## src/design/ovle_pkg.sv

```systemverilog
// Shared types and constants for the ordered value list engine.
package ovle_pkg;

  localparam int unsigned OVLE_DEPTH = 32;
  localparam int unsigned OP_W       = 2;
  localparam int unsigned ST_W       = 3;
  localparam int unsigned KEY_W      = 32;
  localparam int unsigned VAL_W      = 31;

  typedef enum logic [OP_W-1:0] {
    OP_ADD  = 2'd0,
    OP_DEL  = 2'd1,
    OP_MOD  = 2'd2,
    OP_DUMP = 2'd3
  } op_e;

  typedef enum logic [ST_W-1:0] {
    ST_DONE       = 3'd0,
    ST_IGNORED    = 3'd1,
    ST_NOT_FOUND  = 3'd2,
    ST_EMPTY      = 3'd3,
    ST_FULL       = 3'd4,
    ST_ENTRY      = 3'd5,
    ST_DUMP_EMPTY = 3'd6
  } status_e;

  typedef enum logic [1:0] {
    WR_NONE  = 2'd0,
    WR_ADD   = 2'd1,
    WR_MOD   = 2'd2,
    WR_SHIFT = 2'd3
  } wr_sel_e;

  typedef enum logic [3:0] {
    S_IDLE,
    S_DECODE,
    S_SCAN,
    S_HIT,
    S_MISS,
    S_SHIFT,
    S_DEL_FIN,
    S_DUMP_RD,
    S_DUMP_OUT
  } state_e;

  typedef struct packed {
    logic    capture;
    logic    ptr_load_top;
    logic    ptr_load_next;
    logic    dir_up;
    logic    rd_en;
    logic    hold_rd;
    logic    pos_load;
    wr_sel_e wr_sel;
    logic    cnt_inc;
    logic    cnt_dec;
    logic    emit;
    logic    emit_entry;
    status_e emit_status;
  } cmd_t;

  typedef struct packed {
    op_e  op;
    logic key_pos;
    logic new_pos;
    logic cnt_zero;
    logic cnt_full;
    logic rvld;
    logic rd_done;
    logic match;
    logic raddr_zero;
    logic raddr_top;
    logic pos_top;
    logic out_free;
  } sts_t;

endpackage

```

## src/design/ovle_dpath.sv

```systemverilog
// Datapath: operand registers, entry memory, scan pointer, count and result register.
module ovle_dpath #(
  parameter int unsigned LIST_DEPTH = ovle_pkg::OVLE_DEPTH
) (
  input  logic                             clk_i,
  input  logic                             rst_ni,
  input  ovle_pkg::cmd_t                   cmd_i,
  output ovle_pkg::sts_t                   sts_o,
  // [31:0] key_value, [63:32] new_value
  input  logic [2*ovle_pkg::KEY_W-1:0]     s_tdata_i,
  // [1:0] operation
  input  logic [ovle_pkg::OP_W-1:0]        s_tuser_i,
  input  logic                             m_tready_i,
  output logic                             m_tvalid_o,
  // [30:0] item_value, [31] zero fill
  output logic [ovle_pkg::KEY_W-1:0]       m_tdata_o,
  // [2:0] status
  output logic [ovle_pkg::ST_W-1:0]        m_tuser_o,
  output logic                             m_tlast_o
);
  import ovle_pkg::*;

  localparam int unsigned IdxW = $clog2(LIST_DEPTH);
  localparam int unsigned CntW = $clog2(LIST_DEPTH + 1);

  op_e              op_q;
  logic [KEY_W-1:0] key_q, new_q;
  logic [CntW-1:0]  cnt_q, cnt_d, cnt_m1;
  logic [IdxW-1:0]  cnt_top_idx;
  logic [VAL_W-1:0] mem [LIST_DEPTH];
  logic [IdxW-1:0]  ptr_q, ptr_d;
  logic [IdxW-1:0]  raddr_q, pos_q;
  logic [VAL_W-1:0] rdata_q;
  logic             rvld_q, rvld_d;
  logic             rd_done_q, rd_done_d;
  logic             rd_last;
  logic             wr_en;
  logic [IdxW-1:0]  waddr;
  logic [VAL_W-1:0] wdata;
  logic             out_valid_q, out_valid_d;
  status_e          out_status_q;
  logic [VAL_W-1:0] out_value_q;
  logic             out_last_q;

  assign cnt_m1      = cnt_q - CntW'(1);
  assign cnt_top_idx = cnt_m1[IdxW-1:0];
  assign rd_last     = cmd_i.dir_up ? (ptr_q == cnt_top_idx) : (ptr_q == '0);

  // Operand capture and match position
  always_ff @(posedge clk_i) begin
    if (cmd_i.capture) begin
      op_q  <= op_e'(s_tuser_i);
      key_q <= s_tdata_i[KEY_W-1:0];
      new_q <= s_tdata_i[2*KEY_W-1:KEY_W];
    end
    if (cmd_i.pos_load) begin
      pos_q <= raddr_q;
    end
  end

  // Write port select
  always_comb begin
    wr_en = 1'b1;
    waddr = '0;
    wdata = '0;
    case (cmd_i.wr_sel)
      WR_NONE: begin
        wr_en = 1'b0;
      end
      WR_ADD: begin
        waddr = cnt_q[IdxW-1:0];
        wdata = key_q[VAL_W-1:0];
      end
      WR_MOD: begin
        waddr = pos_q;
        wdata = new_q[VAL_W-1:0];
      end
      WR_SHIFT: begin
        // move the entry one slot toward the old end
        waddr = raddr_q - IdxW'(1);
        wdata = rdata_q;
      end
      default: begin
        wr_en = 1'b0;
      end
    endcase
  end

  always_ff @(posedge clk_i) begin
    if (wr_en) begin
      mem[waddr] <= wdata;
    end
    if (cmd_i.rd_en) begin
      rdata_q <= mem[ptr_q];
      raddr_q <= ptr_q;
    end
  end

  always_comb begin
    ptr_d     = ptr_q;
    rd_done_d = rd_done_q;
    if (cmd_i.ptr_load_top) begin
      ptr_d     = cnt_top_idx;
      rd_done_d = 1'b0;
    end else if (cmd_i.ptr_load_next) begin
      ptr_d     = pos_q + IdxW'(1);
      rd_done_d = 1'b0;
    end else if (cmd_i.rd_en) begin
      ptr_d     = cmd_i.dir_up ? ptr_q + IdxW'(1) : ptr_q - IdxW'(1);
      rd_done_d = rd_last;
    end
  end

  assign rvld_d = cmd_i.rd_en | (rvld_q & cmd_i.hold_rd);

  always_comb begin
    cnt_d = cnt_q;
    if (cmd_i.cnt_inc) begin
      cnt_d = cnt_q + CntW'(1);
    end else if (cmd_i.cnt_dec) begin
      cnt_d = cnt_m1;
    end
  end

  assign out_valid_d = cmd_i.emit | (out_valid_q & ~m_tready_i);

  always_ff @(posedge clk_i or negedge rst_ni) begin
    if (!rst_ni) begin
      cnt_q       <= '0;
      ptr_q       <= '0;
      rvld_q      <= 1'b0;
      rd_done_q   <= 1'b0;
      out_valid_q <= 1'b0;
    end else begin
      cnt_q       <= cnt_d;
      ptr_q       <= ptr_d;
      rvld_q      <= rvld_d;
      rd_done_q   <= rd_done_d;
      out_valid_q <= out_valid_d;
    end
  end

  always_ff @(posedge clk_i) begin
    if (cmd_i.emit) begin
      out_status_q <= cmd_i.emit_status;
      out_value_q  <= cmd_i.emit_entry ? rdata_q : '0;
      out_last_q   <= cmd_i.emit_entry ? (raddr_q == '0) : 1'b1;
    end
  end

  assign m_tvalid_o = out_valid_q;
  assign m_tdata_o  = {1'b0, out_value_q};
  assign m_tuser_o  = out_status_q;
  assign m_tlast_o  = out_last_q;

  assign sts_o.op         = op_q;
  assign sts_o.key_pos    = (key_q != '0) && !key_q[KEY_W-1];
  assign sts_o.new_pos    = (new_q != '0) && !new_q[KEY_W-1];
  assign sts_o.cnt_zero   = (cnt_q == '0);
  assign sts_o.cnt_full   = (cnt_q == CntW'(LIST_DEPTH));
  assign sts_o.rvld       = rvld_q;
  assign sts_o.rd_done    = rd_done_q;
  assign sts_o.match      = ({1'b0, rdata_q} == key_q);
  assign sts_o.raddr_zero = (raddr_q == '0);
  assign sts_o.raddr_top  = (raddr_q == cnt_top_idx);
  assign sts_o.pos_top    = (pos_q == cnt_top_idx);
  assign sts_o.out_free   = !out_valid_q || m_tready_i;

endmodule

```

## src/design/ovle_ctrl.sv

```systemverilog
// Controller: sequences decode, search, compaction and dump over the datapath.
module ovle_ctrl (
  input  logic           clk_i,
  input  logic           rst_ni,
  input  logic           s_tvalid_i,
  output logic           s_tready_o,
  output ovle_pkg::cmd_t cmd_o,
  input  ovle_pkg::sts_t sts_i
);
  import ovle_pkg::*;

  state_e  state_q, state_d;
  logic    reply;
  status_e reply_st;

  always_ff @(posedge clk_i or negedge rst_ni) begin
    if (!rst_ni) begin
      state_q <= S_IDLE;
    end else begin
      state_q <= state_d;
    end
  end

  assign s_tready_o = (state_q == S_IDLE);

  always_comb begin
    state_d  = state_q;
    cmd_o    = '0;
    reply    = 1'b0;
    reply_st = ST_DONE;
    case (state_q)
      S_IDLE: begin
        cmd_o.capture = s_tvalid_i;
        if (s_tvalid_i) begin
          state_d = S_DECODE;
        end
      end
      S_DECODE: begin
        case (sts_i.op)
          OP_ADD: begin
            reply = 1'b1;
            if (!sts_i.key_pos) begin
              reply_st = ST_IGNORED;
            end else if (sts_i.cnt_full) begin
              reply_st = ST_FULL;
            end else if (sts_i.out_free) begin
              cmd_o.wr_sel  = WR_ADD;
              cmd_o.cnt_inc = 1'b1;
            end
          end
          OP_DEL: begin
            if (!sts_i.key_pos) begin
              reply    = 1'b1;
              reply_st = ST_IGNORED;
            end else if (sts_i.cnt_zero) begin
              reply    = 1'b1;
              reply_st = ST_EMPTY;
            end else begin
              cmd_o.ptr_load_top = 1'b1;
              state_d            = S_SCAN;
            end
          end
          OP_MOD: begin
            if (!sts_i.new_pos) begin
              reply    = 1'b1;
              reply_st = ST_IGNORED;
            end else if (sts_i.cnt_zero) begin
              reply    = 1'b1;
              reply_st = ST_NOT_FOUND;
            end else begin
              cmd_o.ptr_load_top = 1'b1;
              state_d            = S_SCAN;
            end
          end
          OP_DUMP: begin
            if (sts_i.cnt_zero) begin
              reply    = 1'b1;
              reply_st = ST_DUMP_EMPTY;
            end else begin
              cmd_o.ptr_load_top = 1'b1;
              state_d            = S_DUMP_RD;
            end
          end
          default: begin
            state_d = S_IDLE;
          end
        endcase
      end
      S_SCAN: begin
        // search from newest to oldest; the compare sees the read data in the cycle after the read
        cmd_o.rd_en = !sts_i.rd_done;
        if (sts_i.rvld && sts_i.match) begin
          cmd_o.pos_load = 1'b1;
          state_d        = S_HIT;
        end else if (sts_i.rvld && sts_i.raddr_zero) begin
          state_d = S_MISS;
        end
      end
      S_HIT: begin
        if (sts_i.op == OP_MOD) begin
          if (sts_i.out_free) begin
            cmd_o.wr_sel = WR_MOD;
          end
          reply = 1'b1;
        end else if (sts_i.pos_top) begin
          state_d = S_DEL_FIN;
        end else begin
          cmd_o.ptr_load_next = 1'b1;
          state_d             = S_SHIFT;
        end
      end
      S_SHIFT: begin
        cmd_o.dir_up = 1'b1;
        cmd_o.rd_en  = !sts_i.rd_done;
        if (sts_i.rvld) begin
          cmd_o.wr_sel = WR_SHIFT;
          if (sts_i.raddr_top) begin
            state_d = S_DEL_FIN;
          end
        end
      end
      S_DEL_FIN: begin
        reply         = 1'b1;
        cmd_o.cnt_dec = sts_i.out_free;
      end
      S_MISS: begin
        reply    = 1'b1;
        reply_st = ST_NOT_FOUND;
      end
      S_DUMP_RD: begin
        cmd_o.rd_en = 1'b1;
        state_d     = S_DUMP_OUT;
      end
      S_DUMP_OUT: begin
        // hold the fetched entry until the result register frees up
        cmd_o.hold_rd = 1'b1;
        if (sts_i.rvld && sts_i.out_free) begin
          cmd_o.hold_rd     = 1'b0;
          cmd_o.emit        = 1'b1;
          cmd_o.emit_entry  = 1'b1;
          cmd_o.emit_status = ST_ENTRY;
          if (sts_i.raddr_zero) begin
            state_d = S_IDLE;
          end else begin
            cmd_o.rd_en = 1'b1;
          end
        end
      end
      default: begin
        state_d = S_IDLE;
      end
    endcase

    if (reply && sts_i.out_free) begin
      cmd_o.emit        = 1'b1;
      cmd_o.emit_status = reply_st;
      state_d           = S_IDLE;
    end
  end

endmodule

```

## src/design/ordered_value_list_engine.sv

```systemverilog
// Top level of the ordered value list engine: bounded newest-first list of positive values.
//
//   channel  dir  handshake                 payload
//   s_axis   in   s_axis_tvalid/tready      tuser operation; tdata key_value, new_value
//   m_axis   out  m_axis_tvalid/tready      tuser status; tdata item_value; tlast last_item
//
// Add and every case settled at decode pass through accept and decode, then the output wait.
// Delete and modify scan the entry memory newest first at one entry per cycle; delete then
// compacts at one entry per cycle after the match. Dump passes through a read state, then
// streams the entries newest first while the sink is ready. The entry memory has a single
// read port with registered read data. Reset empties the list at once; no clearing pass.
// The result register lets a new item in while the last result still waits; a stalled
// sink freezes dump and every final result.
module ordered_value_list_engine #(
  parameter int unsigned LIST_DEPTH = ovle_pkg::OVLE_DEPTH
) (
  input  logic                         clk_i,
  input  logic                         rst_ni,
  input  logic                         s_axis_tvalid,
  output logic                         s_axis_tready,
  // [31:0] key_value, [63:32] new_value
  input  logic [2*ovle_pkg::KEY_W-1:0] s_axis_tdata,
  // [1:0] operation
  input  logic [ovle_pkg::OP_W-1:0]    s_axis_tuser,
  output logic                         m_axis_tvalid,
  input  logic                         m_axis_tready,
  // [30:0] item_value, [31] zero fill
  output logic [ovle_pkg::KEY_W-1:0]   m_axis_tdata,
  // [2:0] status
  output logic [ovle_pkg::ST_W-1:0]    m_axis_tuser,
  output logic                         m_axis_tlast
);
  import ovle_pkg::*;

  cmd_t cmd;
  sts_t sts;

  ovle_ctrl u_ctrl (
    .clk_i     (clk_i),
    .rst_ni    (rst_ni),
    .s_tvalid_i(s_axis_tvalid),
    .s_tready_o(s_axis_tready),
    .cmd_o     (cmd),
    .sts_i     (sts)
  );

  ovle_dpath #(
    .LIST_DEPTH(LIST_DEPTH)
  ) u_dpath (
    .clk_i     (clk_i),
    .rst_ni    (rst_ni),
    .cmd_i     (cmd),
    .sts_o     (sts),
    .s_tdata_i (s_axis_tdata),
    .s_tuser_i (s_axis_tuser),
    .m_tready_i(m_axis_tready),
    .m_tvalid_o(m_axis_tvalid),
    .m_tdata_o (m_axis_tdata),
    .m_tuser_o (m_axis_tuser),
    .m_tlast_o (m_axis_tlast)
  );

`ifndef NO_ASSERTIONS
  a_emit_free: assert property (@(posedge clk_i) disable iff (!rst_ni)
    cmd.emit |-> sts.out_free)
    else $error("result loaded while output register still occupied");

  a_idle_no_read: assert property (@(posedge clk_i) disable iff (!rst_ni)
    s_axis_tready |-> !sts.rvld)
    else $error("stale read data pending while accepting a new item");

  a_capture_quiet: assert property (@(posedge clk_i) disable iff (!rst_ni)
    cmd.capture |-> (cmd.wr_sel == WR_NONE) && !cmd.cnt_inc && !cmd.cnt_dec)
    else $error("list state changed in the cycle a transaction is accepted");

  a_inc_not_full: assert property (@(posedge clk_i) disable iff (!rst_ni)
    cmd.cnt_inc |-> !sts.cnt_full && (cmd.wr_sel == WR_ADD))
    else $error("entry count advanced without a legal add");
`endif

endmodule
```

## config.mk

```make
export PLATFORM = sky130hd
export DESIGN_NAME = ordered_value_list_engine
export DESIGN_NICKNAME = d
export VERILOG_FILES = /design/src/design/ovle_pkg.sv /design/src/design/ovle_dpath.sv /design/src/design/ovle_ctrl.sv /design/src/design/ordered_value_list_engine.sv
export SDC_FILE = /design/constraint.sdc
export NUM_CORES = 1
export LEC_CHECK = 0
export ABC_AREA = 1
export BUFFER_PORTS_ARGS = -buffer_cell sky130_fd_sc_hd__buf_2
export CORE_ASPECT_RATIO = 1.25
export CORE_MARGIN = 5
export CORE_UTILIZATION = 50
export CTS_BUF_LIST = sky130_fd_sc_hd__clkbuf_4
export DETAILED_ROUTE_END_ITERATION = 7
export PLACE_DENSITY = 0.73
export SLEW_MARGIN = 0
export SYNTH_ARGS = -nofsm -noshare
export SYNTH_HDL_FRONTEND = slang
export SYNTH_SLANG_ARGS = --single-unit
```

## constraint.sdc

```tcl
create_clock -name clk_i -period 5.86 [get_ports clk_i]
set_input_delay 0.293 -clock clk_i [delete_from_list [all_inputs] [get_ports clk_i]]
set_output_delay 0.293 -clock clk_i [all_outputs]
set_load 0.05 [all_outputs]
```

==> impl_metrics.toml, run 1 <==
[sta]
tightest_slew_ns = 1.335
period_needed_ns = 4.155
finalSetupViolCount = 0
fin_crit_sh = 0.7091
rsz0062_at_grt = "false"
drv_slew = 0
maxSlewHeadroom = 0.1101
fin_skew_ns = 0.1121
setup_tns_ns = 0
fmax_mhz = 240.7
final_hold_viol_count = 0

[floorplanning]
core_area_sq_um = 92900
start_util = 0.5033
rows = 125
die-width_um = 283.5
io-pin-count = 108
die_h_um = 351.9
die_area_sq_um = 99780

[final_layout]
nNetsFinal = 4223
area_delta_synth_final_pct = 14.99
fin_area_sq_um = 53770
layout_common_cells = "edfxtp_1 (1134), nor2_1 (757), o21ai_0 (581)"
fill_cells = 7358
drive_gt1_frac = 0.1577
layout_commonest_cell = "edfxtp_1"

[cts]
clkLatencyLatePin_ns = 1.14
cts_setup_buffers = 0
hold_buffers = 136
ctsResizeCount = 0
clk_pin_slew_ns = 0.07
ctsHtreeMaxLevel = 5
cts_root_buffer = "clkbuf_4"
clock_path_buffers = 4
cts_tree = "built"
cts_sinks = 1152
cts_buffers = 286

[grt]
gr-usage-met2 = 0.4275
grt_first_pass_wirelength_um = 197100
antenna_found_initial = 3
grt_pass1_vias = 32376
met1_usage = 0.3216
grt_overflow = 0
met3_usage = 0.05362
grt_usage = 0.2573
top_usage_layer = "met2"
grt_max_degree = 245

[route]
wl_per_cell_um = 23.96
wl_um = 132100
drc = 0
drtIter0Drc = 4098
ant_nets = 0
vias = 33040
dr.pass1.iters = 6
vias_per_cell = 5.990

[pwr]
powerDensity_nw_per_um2 = 468.9
clkPwrFrac = 0.246
ir_drop_mv = 0.4978
p_int_mw = 15.26
combPwrFrac = 0.342
seqPwrFrac = 0.412
p_sw_mw = 9.955
p_leak_nw = 17.86
swShare = 0.3949

[yosys]
ys_warn_count = 0
synth-seq-cells = 1152
synth-seq-area-share = 0.7379
synth.distinct_cells = 39
synth-edff-count = 1134
async_flop_share = 0.01563
netlist_area_sq_um = 46760
syn_inst = 3779
synth.net_count = 3862
syn_area_per_cell_sq_um = 12.37
synth_ff_type = "edfxtp_1"

[critical_path]
worstPathRequired_ns = 6.59
critPathKind = "flip-flop to flip-flop"
crit_path_end_kind = "flip-flop"
crit_arrival_ns = 4.89
crit_fanout = 23
worstSetupStartpointType = "flip-flop"

[outcome]
status = "finished, final reports clean"

[worst_hold_path]
worstHoldPathType = "input pin to flip-flop"

[flow_run]
drv_cap = 0

[place]
postPlaceCellArea_sq_um = 49170
port_buffers = 106
post-dp-hpwl_um = 78190
gp_congestion = 0.9578
[critical path: stages, from the launching register on]
cell and delay, ns:
dfrtp_1 0.48, inv_2 0.17, ha_1 0.31, nand3_1 0.14
nor2_1 0.18, nor2_2 0.07, nand2_2 0.29, o21ai_1 0.20
inv_1 0.14, nand2_1 0.50, nor2_4 0.91, buf_4 0.32
[per-stage QoR]
stage | total power [mW] | cells | utilization | setup slack (ns) | hold WS [ns]
2_1_floorplan | 15.83 | 3779 | - | 0.08863 | -0.002591
3_3_place_gp | 18.81 | 4922 | 0.5293 | 1.916 | 0.2885
3_5_place_dp | 18.91 | 4922 | 0.5293 | 1.796 | 0.2866
4_1_cts | 25.12 | 5513 | 0.5787 | 1.750 | 0.08121
5_1_grt | 26.45 | 5515 | 0.5788 | 1.472 | 0.1639
6_report | 25.21 | 5516 | 0.5788 | 1.705 | 0.2006
[cells in the mapped netlist (23+ instances only)]
cell	instances	area, sq um
edfxtp_1	1134	34050
o22ai_1	298	1864
o21ai_1	43	215.2
nand4_1	23	143.9
nand3_1	57	285.3
o221ai_1	31	271.5
inv_1	140	525.5
nor2_1	789	2962
buf_2	54	270.3
nand2_1	312	1171
o21ai_0	581	2908
clkbuf_1	159	596.8
[cell families (layout without fill, tap and decap cells)]
family / after synthesis / after routing / share of synthesized area
flip-flops: 1152 / 1152 / 0.7379
buffers and inverters: 384 / 912 / 0.03294
adder cells (fa/ha/maj): 13 / 13 / 0.003639
other: 1 / 4 / 0.00008019
AND/OR/NAND/NOR: 1206 / 1206 / 0.1012
XOR/XNOR: 24 / 24 / 0.004495
AO/OA/AOI/OAI: 999 / 999 / 0.1198
[layer usage]
metal	wire [um]	vias to the layer above	share of wire
li1	-	14673	-
met1	48360	16006	0.37
met2	65140	2025	0.49
met3	12160	334	0.092
met4	6480	2	0.049
met5	13	-	0.000098
[power by group through the flow]
stage                     logic (mW)  clock network, mW  registers (mW)
after floorplan                 5.25                  0            10.6
after global placement          8.28                  0            10.5
after detailed placement        8.37                  0            10.5
after CTS                       8.46               6.29            10.4
after global routing            9.29               6.75            10.4
final                           8.63               6.19            10.4
[final timing paths]
kind	start	to	slack (ns)	depth (start not counted)
min reg2reg	u_dpath.cnt_q[5]	u_dpath.cnt_q[5]	0.48	1
min	s_axis_tvalid	u_dpath.op_q[0]	0.20	4
min in group asynchronous	rst_ni	u_dpath.cnt_q[5]	0.42	3
max reg2reg	u_dpath.cnt_q[0]	u_dpath.mem[10][9]	1.70	11
max in group asynchronous	rst_ni	u_dpath.ptr_q[0]	4.67	3
max	u_dpath.cnt_q[0]	u_dpath.mem[10][9]	1.70	11
[final cells by class]
type                            instances  area, sq um  share of cell area
Antenna cell                            3        7.507           0.0001396
Multi-Input combinational cell       2243        11450              0.2129
Timing Repair Buffer                  306         2472             0.04598
Inverter                              151        583.1             0.01084
Clock inverter                         57        242.7            0.004514
Tap cell                             1206         1509             0.02806
Clock buffer                          398         2988             0.05557
Sequential cell                      1152        34520              0.6420
[sequential cells by signal (all words and copies together) (netlist names)]
| signal | flops |
|---|---|
| u_dpath.m_tvalid_o | 1 |
| u_ctrl.state_q | 4 |
| u_dpath.out_value_q | 31 |
| u_dpath.new_q | 32 |
| u_dpath.op_q | 2 |
| u_dpath.ptr_q | 5 |
| u_dpath.m_tlast_o | 1 |
| u_dpath.rd_done_q | 1 |
| u_dpath.raddr_q | 5 |
| u_dpath.pos_q | 5 |
| u_dpath.m_tuser_o | 3 |
| u_dpath.mem | 992 |
| u_dpath.key_q | 32 |
| u_dpath.rvld_q | 1 |
| u_dpath.cnt_q | 6 |
| u_dpath.rdata_q | 31 |
No activity file was read; power rests on OpenSTA's default activity.
==> run 2: changes to the inputs <==
Settings changed: PLACE_DENSITY 0.73 to 0.7.
Clock period 5.86 ns to 4.3 ns, I/O delays scaled along.
==> impl_metrics.toml, run 2 (synthesized netlist as in run 1, its figures left out) <==
[pwr]
swShare = 0.3943
powerDensity_nw_per_um2 = 638.7
ir_drop_mv = 0.4423
p_sw_mw = 13.72
p_leak_nw = 18.30
combPwrFrac = 0.347
seqPwrFrac = 0.406
clkPwrFrac = 0.246
p_int_mw = 21.07

[critical_path]
worstSetupStartpointType = "flip-flop"
crit_arrival_ns = 4.33
crit_fanout = 20
slowest_delay_ns = 0.55
r2r_start = "u_dpath.cnt_q[0]"
cpMaxStageDelayCell = "nor2_4"
crit_path_end_kind = "flip-flop"
crit_path_start = "u_dpath.cnt_q[0]"
worstPathRequired_ns = 5.14
crit_path_cell_trace = "inv_2 -> ha_1 -> nand3_1 -> nor2_1 -> nor2_2 -> nand2_2 -> o21ai_1 -> nand2_1 -> nor2_4 -> buf_12"
critPathKind = "flip-flop to flip-flop"

[grt]
grt_first_pass_wirelength_um = 202000
grt_pass1_vias = 32930
grt_overflow = 0
grt_max_degree = 187
antenna_found_initial = 3
grt_usage = 0.2661

[final_layout]
area.sequential_sq_um = 34520
stdcell_count = 5600
fill_cells = 7269
layout_commonest_cell = "edfxtp_1"
drive_gt1_frac = 0.1734
layout_common_cells = "edfxtp_1 (1134), nor2_1 (757), o21ai_0 (581)"
area_delta_synth_final_pct = 16.49
nNetsFinal = 4289
largest_reg_flops = 992
reg_top3 = "u_dpath.mem (992), u_dpath.key_q (32), u_dpath.new_q (32)"
multi_input_area_sq_um = 11320
largest-register = "u_dpath.mem"

[worst_hold_path]
hp-start = "m_axis_tready"
worstHoldPathType = "input pin to flip-flop"

[sta]
finalSetupViolCount = 0
period_needed_ns = 3.486
rsz0062_at_grt = "false"
fin_crit_sh = 0.8108
fmax_mhz = 286.8
fin_skew_ns = 0.08171
drv_slew = 0
setup_tns_ns = 0
maxSlewHeadroom = 0.1780
tightest_slew_ns = 1.233
final_hold_viol_count = 0

[route]
wl_um = 136100
dr.pass1.iters = 6
wl_per_cell_um = 24.30
drc = 0
vias = 33223
ant_nets = 0
drtIter0Drc = 3792
vias_per_cell = 5.933

[cts]
cts_buffers = 284
cts_sinks = 1152
clock_path_buffers = 4
ctsHtreeMaxLevel = 5
clk_pin_slew_ns = 0.07
ctsResizeCount = 0
cts_tree = "built"
cts_root_buffer = "clkbuf_4"
clkLatencyLatePin_ns = 1.19

[place]
post-dp-hpwl_um = 81380
gp_congestion = 0.9593
port_buffers = 106
dp.cells = 4990

[floorplanning]
rows = 125
die_area_sq_um = 99780
die-width_um = 283.5
io-pin-count = 108
start_util = 0.5033
core_area_sq_um = 92900
die_h_um = 351.9

[flow_run]
drv_cap = 0

[outcome]
status = "finished, final reports clean"
run 2: cell count changes in the layout (fill, tap and decap cells not counted):
cell / previous run / this run
buf_4: 56 / 106
buf_12: 8 / 26
o221ai_2: 4 / 16
o221ai_4: 26 / 14
clkbuf_4: 398 / 407
diode_2: 3 / 10
clkinv_2: 3 / 8
clkinv_1: 48 / 45
inv_1: 135 / 134
inv_2: 18 / 17
nor3_2: 2 / 1
nor3_4: 0 / 1
run 2: cell type report:
| cell class | instances | share of cell area |
|---|---|---|
| flip-flops and latches | 1152 | 0.6337 |
| multi-input cells | 2243 | 0.2078 |
| repair buffers | 374 | 0.05890 |
| clock buffers | 407 | 0.05609 |
| well taps | 1206 | 0.02770 |
| inverters | 151 | 0.01070 |
| clock inverters | 57 | 0.004571 |
| diodes | 10 | 0.0004594 |
run 2: per-stage QoR:
stage	instance area, sq um	total power, mW	setup WS [ns]	util	hold WS, ns
final	54470	34.79	0.8136	0.5863	0.2090
after global routing	54460	36.48	0.5839	0.5862	0.1982
after CTS	54440	34.68	0.8635	0.5860	0.1396
after detailed placement	49780	26.07	0.8626	0.5358	0.2214
after global placement	49780	25.91	0.9318	0.5358	0.2047
after floorplan	46770	21.57	0.5559	-	-0.08059
run 2: worst paths after layout:
path,endpoint,slack [ns],cells after the start
worst max-delay path,u_dpath.mem[9][3],0.81,10
worst min-delay path,u_dpath.m_tvalid_o,0.21,5
worst max register to register,u_dpath.mem[9][3],0.81,10
worst min register to register,u_dpath.cnt_q[5],0.48,1
max in group asynchronous,u_dpath.ptr_q[0],3.24,3
min in group asynchronous,u_dpath.rd_done_q,0.30,3
run 2: worst max-delay path, delay by kind of cell, from the launching register on:
kind / cells / cell delay (ns)
and+or+nand+nor: 6 / 1.58
DFF: 1 / 0.53
buffers and inverters: 2 / 0.38
adders and majority gates: 1 / 0.32
AOI/OAI and AO/OA: 1 / 0.32
run 2: power by group through the flow:
stage                     clock (mW)  sequential [mW]  combinational (mW)
after detailed placement           0             14.4                11.7
after global placement             0             14.3                11.6
after CTS                       8.70             14.1                11.9
after global routing            9.31             14.2                13.0
final                           8.57             14.1                12.1
after floorplan                    0             14.4                7.16
run 2: per-layer routing:
layer  GRT usage  share of wire  up-vias
met4      0.1290          0.048        0
met1      0.3232           0.36    16176
met2      0.4454           0.49     1893
li1            -              -    14821
met5           0              0        -
met3     0.06960          0.093      333
run 2: what timing repair did:
action                                 CTS  global route
endpoints found under the hold margin  179             0
setup buffers                            0             0
hold buffers                           136             0
